--- config.mk ---
export PLATFORM = sky130hd
export DESIGN_NAME = tcw_engine
export DESIGN_NICKNAME = d
export VERILOG_FILES = /design/src/hdl/tcw_pkg.sv /design/src/hdl/tcw_engine.sv
export SDC_FILE = /design/constraint.sdc
export NUM_CORES = 1
export LEC_CHECK = 0
export BUFFER_PORTS_ARGS = -buffer_cell sky130_fd_sc_hd__buf_4
export CORE_UTILIZATION = 35
export CTS_BUF_LIST = sky130_fd_sc_hd__clkbuf_16
export DETAILED_ROUTE_END_ITERATION = 6
export PLACE_DENSITY_LB_ADDON = 0.25
export SLEW_MARGIN = 30
export SYNTH_ARGS = -nofsm -noshare
export SYNTH_HDL_FRONTEND = slang
export SYNTH_SLANG_ARGS = --single-unit
--- constraint.sdc ---
create_clock -name clk -period 16.2 [get_ports clk]
set_clock_uncertainty 0.1 [all_clocks]
set_input_delay 1.62 -clock clk [delete_from_list [all_inputs] [get_ports clk]]
set_output_delay 1.62 -clock clk [all_outputs]
set_load 0.02 [all_outputs]
--- src/hdl/tcw_pkg.sv ---
// shared types, constants and address helpers of the text console
// no dependencies
`timescale 1ns / 1ps
`default_nettype none

package tcw_pkg;

    localparam int SCREEN_WIDTH  = 80;
    localparam int SCREEN_HEIGHT = 25;
    localparam int CELL_COUNT    = SCREEN_WIDTH * SCREEN_HEIGHT;
    localparam int ADDR_W        = $clog2(CELL_COUNT);

    localparam int ROW_W  = 5;
    localparam int COL_W  = 7;
    localparam int CELL_W = 16;

    localparam int IN_TDATA_W  = 24;
    localparam int OUT_TDATA_W = 32;

    localparam logic [1:0] KIND_PUT   = 2'd0;
    localparam logic [1:0] KIND_BKSP  = 2'd1;
    localparam logic [1:0] KIND_CLEAR = 2'd2;
    localparam logic [1:0] KIND_READ  = 2'd3;

    localparam logic [7:0] CODE_NEWLINE   = 8'd10;
    localparam logic [7:0] CODE_RETURN    = 8'd13;
    localparam logic [7:0] GLYPH_SPACE    = 8'h20;
    localparam logic [7:0] GLYPH_PROMPT   = 8'h3E;
    localparam logic [7:0] COLOR_AT_RESET = 8'd31;

    localparam logic [CELL_W-1:0] FILL_CELL = {COLOR_AT_RESET, GLYPH_SPACE};

    typedef struct packed {
        logic [1:0]       kind;
        logic [7:0]       char_code;
        logic             prompt_after_break;
        logic [ROW_W-1:0] read_row;
        logic [COL_W-1:0] read_col;
    } tcw_cmd_t;

    typedef struct packed {
        logic [CELL_W-1:0] cell_value;
        logic [ROW_W-1:0]  cursor_row;
        logic [COL_W-1:0]  cursor_col;
    } tcw_res_t;

    typedef struct packed {
        logic              we;
        logic [ADDR_W-1:0] addr;
        logic [CELL_W-1:0] data;
    } tcw_wr_t;

    typedef struct packed {
        logic              re;
        logic [ADDR_W-1:0] addr;
    } tcw_rd_t;

    // row sum modulo the screen height, both operands below the height
    function automatic logic [ROW_W-1:0] row_wrap(input logic [ROW_W-1:0] a,
                                                  input logic [ROW_W-1:0] b);
        logic [ROW_W:0] s;
        s = {1'b0, a} + {1'b0, b};
        if (s >= (ROW_W+1)'(SCREEN_HEIGHT))
            s = s - (ROW_W+1)'(SCREEN_HEIGHT);
        return s[ROW_W-1:0];
    endfunction

    function automatic logic [ADDR_W-1:0] cell_addr(input logic [ROW_W-1:0] prow,
                                                    input logic [COL_W-1:0] col);
        return ADDR_W'(prow) * ADDR_W'(SCREEN_WIDTH) + ADDR_W'(col);
    endfunction

endpackage

`default_nettype wire

--- src/hdl/tcw_engine.sv ---
// command sequencer: cursor, scroll origin and all screen store traffic
// depends on tcw_pkg
`timescale 1ns / 1ps
`default_nettype none

module tcw_engine
    import tcw_pkg::*;
(
    input  wire logic        clk,
    input  wire logic        rst_n,
    input  wire logic        cmd_valid,
    output logic             cmd_ready,
    input  wire tcw_cmd_t    cmd,
    input  wire logic [7:0]  text_color,
    output logic             color_clear,
    output logic             res_valid,
    input  wire logic        res_ready,
    output tcw_res_t         res,
    output tcw_wr_t          mem_wr,
    output tcw_rd_t          mem_rd,
    input  wire logic [CELL_W-1:0] mem_rdata
);

    localparam logic [2:0] ST_INIT   = 3'd0;
    localparam logic [2:0] ST_IDLE   = 3'd1;
    localparam logic [2:0] ST_WRITE  = 3'd2;
    localparam logic [2:0] ST_SCROLL = 3'd3;
    localparam logic [2:0] ST_CONT   = 3'd4;
    localparam logic [2:0] ST_READ   = 3'd5;
    localparam logic [2:0] ST_CLEAR  = 3'd6;
    localparam logic [2:0] ST_DONE   = 3'd7;

    localparam logic [ROW_W-1:0] LAST_ROW = ROW_W'(SCREEN_HEIGHT - 1);
    localparam logic [COL_W-1:0] LAST_COL = COL_W'(SCREEN_WIDTH - 1);

    logic [2:0]        state_reg, state_next;
    logic [ROW_W-1:0]  row_reg, row_next;
    logic [COL_W-1:0]  col_reg, col_next;
    logic [ROW_W-1:0]  top_reg, top_next;
    logic [ADDR_W-1:0] cnt_reg, cnt_next;
    logic [ADDR_W-1:0] base_reg, base_next;
    logic [7:0]        glyph_reg, glyph_next;
    logic [1:0]        prompt_left_reg, prompt_left_next;
    logic [CELL_W-1:0] value_reg, value_next;

    logic [ROW_W-1:0]  cur_prow;
    logic              read_in_range;

    assign cur_prow      = row_wrap(row_reg, top_reg);
    assign read_in_range = ({1'b0, cmd.read_row} < (ROW_W+1)'(SCREEN_HEIGHT)) &&
                           ({1'b0, cmd.read_col} < (COL_W+1)'(SCREEN_WIDTH));

    always_comb
    begin
        state_next       = state_reg;
        row_next         = row_reg;
        col_next         = col_reg;
        top_next         = top_reg;
        cnt_next         = cnt_reg;
        base_next        = base_reg;
        glyph_next       = glyph_reg;
        prompt_left_next = prompt_left_reg;
        value_next       = value_reg;
        cmd_ready        = 1'b0;
        color_clear      = 1'b0;
        res_valid        = 1'b0;
        mem_wr           = '0;
        mem_rd           = '0;

        case (state_reg)
            ST_IDLE:
            begin
                cmd_ready = 1'b1;
                if (cmd_valid)
                begin
                    value_next = '0;
                    case (cmd.kind)
                        KIND_PUT:
                        begin
                            if (cmd.char_code == CODE_NEWLINE ||
                                cmd.char_code == CODE_RETURN)
                            begin
                                col_next         = '0;
                                prompt_left_next = cmd.prompt_after_break ? 2'd2 : 2'd0;
                                state_next       = ST_CONT;
                                if (cmd.char_code == CODE_NEWLINE)
                                begin
                                    if (row_reg == LAST_ROW)
                                    begin
                                        // bottom reached: old top row becomes the new bottom
                                        base_next  = cell_addr(top_reg, '0);
                                        top_next   = row_wrap(top_reg, ROW_W'(1));
                                        cnt_next   = '0;
                                        state_next = ST_SCROLL;
                                    end
                                    else
                                        row_next = row_reg + ROW_W'(1);
                                end
                            end
                            else
                            begin
                                glyph_next       = cmd.char_code;
                                prompt_left_next = 2'd0;
                                state_next       = ST_WRITE;
                            end
                        end
                        KIND_BKSP:
                        begin
                            if (col_reg != '0)
                            begin
                                col_next    = col_reg - COL_W'(1);
                                mem_wr.we   = 1'b1;
                                mem_wr.addr = cell_addr(cur_prow, col_reg - COL_W'(1));
                                mem_wr.data = {text_color, GLYPH_SPACE};
                            end
                            state_next = ST_DONE;
                        end
                        KIND_CLEAR:
                        begin
                            color_clear = 1'b1;
                            cnt_next    = '0;
                            state_next  = ST_CLEAR;
                        end
                        default:
                        begin
                            if (read_in_range)
                            begin
                                mem_rd.re   = 1'b1;
                                mem_rd.addr = cell_addr(row_wrap(cmd.read_row, top_reg),
                                                        cmd.read_col);
                                state_next  = ST_READ;
                            end
                            else
                                state_next = ST_DONE;
                        end
                    endcase
                end
            end
            ST_WRITE:
            begin
                mem_wr.we   = 1'b1;
                mem_wr.addr = cell_addr(cur_prow, col_reg);
                mem_wr.data = {text_color, glyph_reg};
                state_next  = ST_CONT;
                if (col_reg == LAST_COL)
                begin
                    col_next = '0;
                    if (row_reg == LAST_ROW)
                    begin
                        base_next  = cell_addr(top_reg, '0);
                        top_next   = row_wrap(top_reg, ROW_W'(1));
                        cnt_next   = '0;
                        state_next = ST_SCROLL;
                    end
                    else
                        row_next = row_reg + ROW_W'(1);
                end
                else
                    col_next = col_reg + COL_W'(1);
            end
            ST_SCROLL:
            begin
                mem_wr.we   = 1'b1;
                mem_wr.addr = base_reg + cnt_reg;
                mem_wr.data = {text_color, GLYPH_SPACE};
                if (cnt_reg[COL_W-1:0] == LAST_COL)
                    state_next = ST_CONT;
                else
                    cnt_next = cnt_reg + ADDR_W'(1);
            end
            ST_CONT:
            begin
                // prompt characters go through the ordinary write path
                case (prompt_left_reg)
                    2'd2:
                    begin
                        glyph_next       = GLYPH_PROMPT;
                        prompt_left_next = 2'd1;
                        state_next       = ST_WRITE;
                    end
                    2'd1:
                    begin
                        glyph_next       = GLYPH_SPACE;
                        prompt_left_next = 2'd0;
                        state_next       = ST_WRITE;
                    end
                    default:
                        state_next = ST_DONE;
                endcase
            end
            ST_READ:
            begin
                value_next = mem_rdata;
                state_next = ST_DONE;
            end
            ST_INIT, ST_CLEAR:
            begin
                mem_wr.we   = 1'b1;
                mem_wr.addr = cnt_reg;
                mem_wr.data = FILL_CELL;
                if (cnt_reg == ADDR_W'(CELL_COUNT - 1))
                begin
                    row_next   = '0;
                    col_next   = '0;
                    top_next   = '0;
                    state_next = (state_reg == ST_INIT) ? ST_IDLE : ST_DONE;
                end
                else
                    cnt_next = cnt_reg + ADDR_W'(1);
            end
            ST_DONE:
            begin
                res_valid = 1'b1;
                if (res_ready)
                    state_next = ST_IDLE;
            end
            default:
                state_next = ST_IDLE;
        endcase
    end

    always_ff @(posedge clk or negedge rst_n)
    begin
        if (!rst_n)
        begin
            state_reg       <= ST_INIT;
            row_reg         <= '0;
            col_reg         <= '0;
            top_reg         <= '0;
            cnt_reg         <= '0;
            prompt_left_reg <= '0;
        end
        else
        begin
            state_reg       <= state_next;
            row_reg         <= row_next;
            col_reg         <= col_next;
            top_reg         <= top_next;
            cnt_reg         <= cnt_next;
            prompt_left_reg <= prompt_left_next;
        end
    end

    always_ff @(posedge clk)
    begin
        base_reg  <= base_next;
        glyph_reg <= glyph_next;
        value_reg <= value_next;
    end

    assign res.cell_value = value_reg;
    assign res.cursor_row = row_reg;
    assign res.cursor_col = col_reg;

endmodule

`default_nettype wire

# ---- Yosys cells after proc, flatten, opt, wreduce, memory -nomap -nowiden
# Index checks and enable logic that the tools add are counted.
dict set report op_classes {
  n_eq_ne 34
  n_mux 84
  n_addsub 14
  magnitude_cmp 5
  n_mul 3
  reduce_logical 21
}
# cell n
set ops {}
lappend ops {{$mux 11} 13}
lappend ops {{$pmux 28 s4} 1}
lappend ops {{$mux 5} 20}
lappend ops {{$mux 28} 3}
lappend ops {{$mux 12} 4}
lappend ops {{$pmux 11 s2} 2}
lappend ops {{$pmux 11 s4} 1}
lappend ops {{$mux 7} 5}
lappend ops {{$add 11x7->11} 3}
lappend ops {{$pmux 16 s2} 1}
lappend ops {{$pmux 8 s2} 2}
lappend ops {{$mux 3} 10}
lappend ops {{$pmux 5 s3} 2}
lappend ops {{$mux 8} 3}
lappend ops {{$mul 5x3->7 const B} 3}
lappend ops {{$pmux 3 s7} 1}
lappend ops {{$pmux 7 s3} 1}
lappend ops {{$ne 2x2->1 const B} 10}
lappend ops {{$ge 6x5->1 const B} 3}
lappend ops {{$eq 8x4->1 const B} 2}
lappend ops {{$mux 16} 1}
lappend ops {{$sub 5x5->5 const B} 3}
lappend ops {{$eq 7x7->1 const B} 2}
lappend ops {{$pmux 7 s2} 1}
lappend ops {{other kinds (39)} 64}
dict set report word_totals {
  output_inout_bits 71
  word_cells 170
  ff_bits 68
}

# ---- Longest topological paths before layout
dict set report depth {
  ltp_word 13
  mapped_depth 20
}

# ---- Worst setup path before layout
# Ideal clock, no wire load.
dict set report synth_path {
  path_kind {input to output}
  startpoint {input port cmd[7] in the netlist's numbering}
  endpoint {output port mem_rd[10] in the netlist's numbering}
  path_stages 18
  path_slack_ns 8.994
  n_path_buf 0
  arrival_ns 5.486
  required_ns 14.480
  cell_sequence {ha_1 > inv_1 > fa_1 > ha_1 > nand2_1 > o21ai_0 > o31ai_1 > nand2_1 > xnor2_1 > ha_1 > ha_1 > inv_1 > fa_1 > or2_2 > a21oi_1 > a2bb2oi_1 > xor2_1 > nor2_1}
}
# element line_no
set synth_rtl {}
lappend synth_rtl {{start, declared} tcw_engine.sv:13} ;# input wire tcw_cmd_t cmd,
lappend synth_rtl {{end, declared} tcw_engine.sv:20} ;# output tcw_rd_t mem_rd,

==> results.py <==
metrics = {
    "critical_path": {
        "reg2reg_to": "cnt_reg[8]$_DFFE_PN0P_",
        "ff2ff_setup_slack_ns": 13.07,
        "start_kind": "input pin",
        "critical_path_class": "in -> out",
        "reg2reg_from": "state_reg[1]$_DFFE_PN0P_",
        "cp_data_required_time_ns": 14.48,
        "r2r_cells": 5,
        "worstPathMaxFanout": 6,
        "worstSetupEndpointType": "output port",
        "arrival_ns": 5.96,
    },
    "timing": {
        "setup_tns_ns": 0,
        "finalCritPeriodShare": 0.474,
        "post-route-worst-setup-slack_ns": 8.52,
        "hold_viol": 0,
        "slew_viol_final": 0,
        "setup_viol_count_final": 0,
        "tightest_slew_ns": 1.01,
        "timing.fmax_mhz": 130,
        "grt_setup_unrepaired": "no",
        "slew_headroom": 0.324,
        "finalCriticalPeriod_ns": 7.68,
    },
    "yosys": {
        "postSynthCellCount": 696,
        "synth_top_cell_area_share": 0.157,
        "ys_warn_count": 0,
        "synth_edf_count": 31,
        "synth_cell_types": 64,
        "synth.most_common_cell": "ha_1",
        "synthArstFlopShare": 0.516,
        "ys.flop_type": "dfrtp_1",
        "synth_fp_nets": 815,
        "ys_seq_area_frac": 0.296,
        "synth_area_leaders": "edfxtp_1 (16%), dfrtp_1 (14%), ha_1 (12%)",
        "ys_seq_elements": 64,
        "yosysTopAreaCell": "edfxtp_1",
        "netlist_area_um2": 5940,
        "syn_avg_cell_area_um2": 8.53,
        "synth_common_cells": "ha_1 (59), a21oi_1 (58), nand2_1 (56)",
    },
    "die": {
        "row_count": 47,
        "fp.dieH_um": 132,
        "core_area_um2": 16600,
        "dieArea_um2": 17500,
        "start_util": 0.358,
        "io-pin-count": 122,
        "die_x_um": 132,
    },
    "placed_design": {
        "io_buffers": 121,
        "place_ws_ns": 8.54,
        "gp_congestion": 0.834,
        "dp_hpwl_um": 12000,
    },
    "grt": {
        "grt_first_pass_wirelength_um": 25900,
        "first_global_vias": 5134,
        "grt_antenna_before_repair": 0,
        "grt_max_degree": 34,
        "grt_usage": 0.184,
        "grt_overflow": 0,
    },
    "cells_and_area": {
        "regArea_um2": 1760,
        "largest_reg_flops": 16,
        "antennaDiodeCount": 0,
        "multi_input_area_um2": 3910,
        "fillers": 1669,
        "fin_nets": 917,
        "area_growth_pct": 23.9,
        "drive_above_1_share": 0.196,
    },
    "routing": {
        "viasPerCell": 5.27,
        "drcViolationCount": 0,
        "via_count": 5394,
        "wl_per_cell_um": 15.4,
        "postRouteAntennaNets": 0,
        "wirelength_um": 15800,
        "drtPass1Iterations": 4,
        "drt_iter0_drc": 279,
    },
    "run": {
        "cap_violations": 0,
    },
    "cts": {
        "insertion_delay_ns": 0.33,
        "cts_hold_buffers": 0,
        "clockRootBuffer": "clkbuf_16",
        "cts_resized": 0,
        "cts_sinks": 64,
        "cts_tree": "done",
        "cts.path.max_buffers": 2,
        "htreeDepth": 3,
        "post_cts_buffers": 0,
        "numCtsBuffers": 9,
        "clk_pin_slew_ns": 0.06,
    },
    "hold_path": {
        "hp-start": "prompt_left_reg[1]$_DFFE_PN0P_",
        "whs_endpoint": "prompt_left_reg[1]$_DFFE_PN0P_",
        "whs_path_depth": 2,
        "worst_hold_path_type": "reg -> reg",
    },
    "run_status": {
        "outcome": "complete, no violations",
    },
}
[per-stage QoR]
step,utilization,instance area [µm²],hold WS [ns],instances
floorplan,-,5940,0.349,696
global placement,0.423,7020,0.373,1007
detailed placement,0.424,7030,0.373,1007
CTS,0.443,7350,0.392,1023
global route,0.444,7360,0.427,1023
finish,0.444,7360,0.391,1023
[how the worst max path moves through the flow]
| stage | from | end | slack (ns) | cells after the start |
|---|---|---|---|---|
| final | cmd[7] | mem_rd[10] | 8.52 | 20 |
| after global routing | cmd[7] | mem_rd[10] | 8.27 | 20 |
| after CTS | cmd[7] | mem_rd[10] | 8.50 | 20 |
| after detailed placement | cmd[7] | mem_rd[10] | 8.54 | 20 |
| after global placement | cmd[7] | mem_rd[10] | 8.63 | 20 |
| after floorplan | cmd[7] | mem_rd[10] | 8.99 | 18 |
[cells in the final DEF, fill, tap and decap left out, drive strengths merged, types with 5 or more instances in the layout]
master / count
buf: 126
ha: 59
a21oi: 58
nand2: 56
nor2: 55
inv: 43
o21ai: 41
dfrtp: 33
edfxtp: 31
and2: 27
xnor2: 25
a21o: 23
xor2: 19
nand3: 19
and3: 15
nor3: 13
nor2b: 10
a31oi: 9
fa: 9
clkbuf: 9
a22oi: 8
nand4: 8
o31ai: 7
nand2b: 7
mux2i: 6
or2: 6
nor3b: 5
o22ai: 5
a221o: 5
a22o: 5
[metal layers]
layer,part of all wire,GRT usage,up-vias
met2,0.47,0.300,152
met1,0.46,0.248,2502
met4,0.012,0.0485,0
met5,0,0,-
met3,0.062,0.0369,16
li1,-,-,2724
[worst max-delay path, stage by stage]
cell and delay (ns):
buf_4 0.11, ha_1 0.20, inv_1 0.07, fa_1 0.47
ha_1 0.24, nand2_1 0.09, o21ai_0 0.08, o31ai_1 0.61
nand2_1 0.14, xnor2_1 0.24, ha_1 0.27, ha_1 0.21
inv_1 0.07, fa_1 0.45, or2_2 0.34, a21oi_1 0.12
a2bb2oi_1 0.24, xor2_1 0.17, nor2_1 0.06, buf_4 0.15
[cells by family (layout without fill, tap and decap cells)]
kind of cell | after synthesis | after routing | synth area share
xor+xnor | 44 | 44 | 0.0649
fa+ha+maj | 69 | 69 | 0.156
flops | 64 | 64 | 0.296
compound gates | 197 | 197 | 0.213
buf+inv | 76 | 183 | 0.0520
mux | 7 | 7 | 0.0120
simple gates | 239 | 239 | 0.206
[cell type report]
type	count	share of cell area
timing repair buffer	126	0.129
multi-input combinational	556	0.531
tap	220	0.0374
sequential	64	0.239
clock buffer	9	0.0306
inverter	41	0.0209
clock inverter	7	0.0127
Power is left out: the tool's default activity adds up to more than one toggle a clock period on the data nets, which glitch-free logic cannot reach.
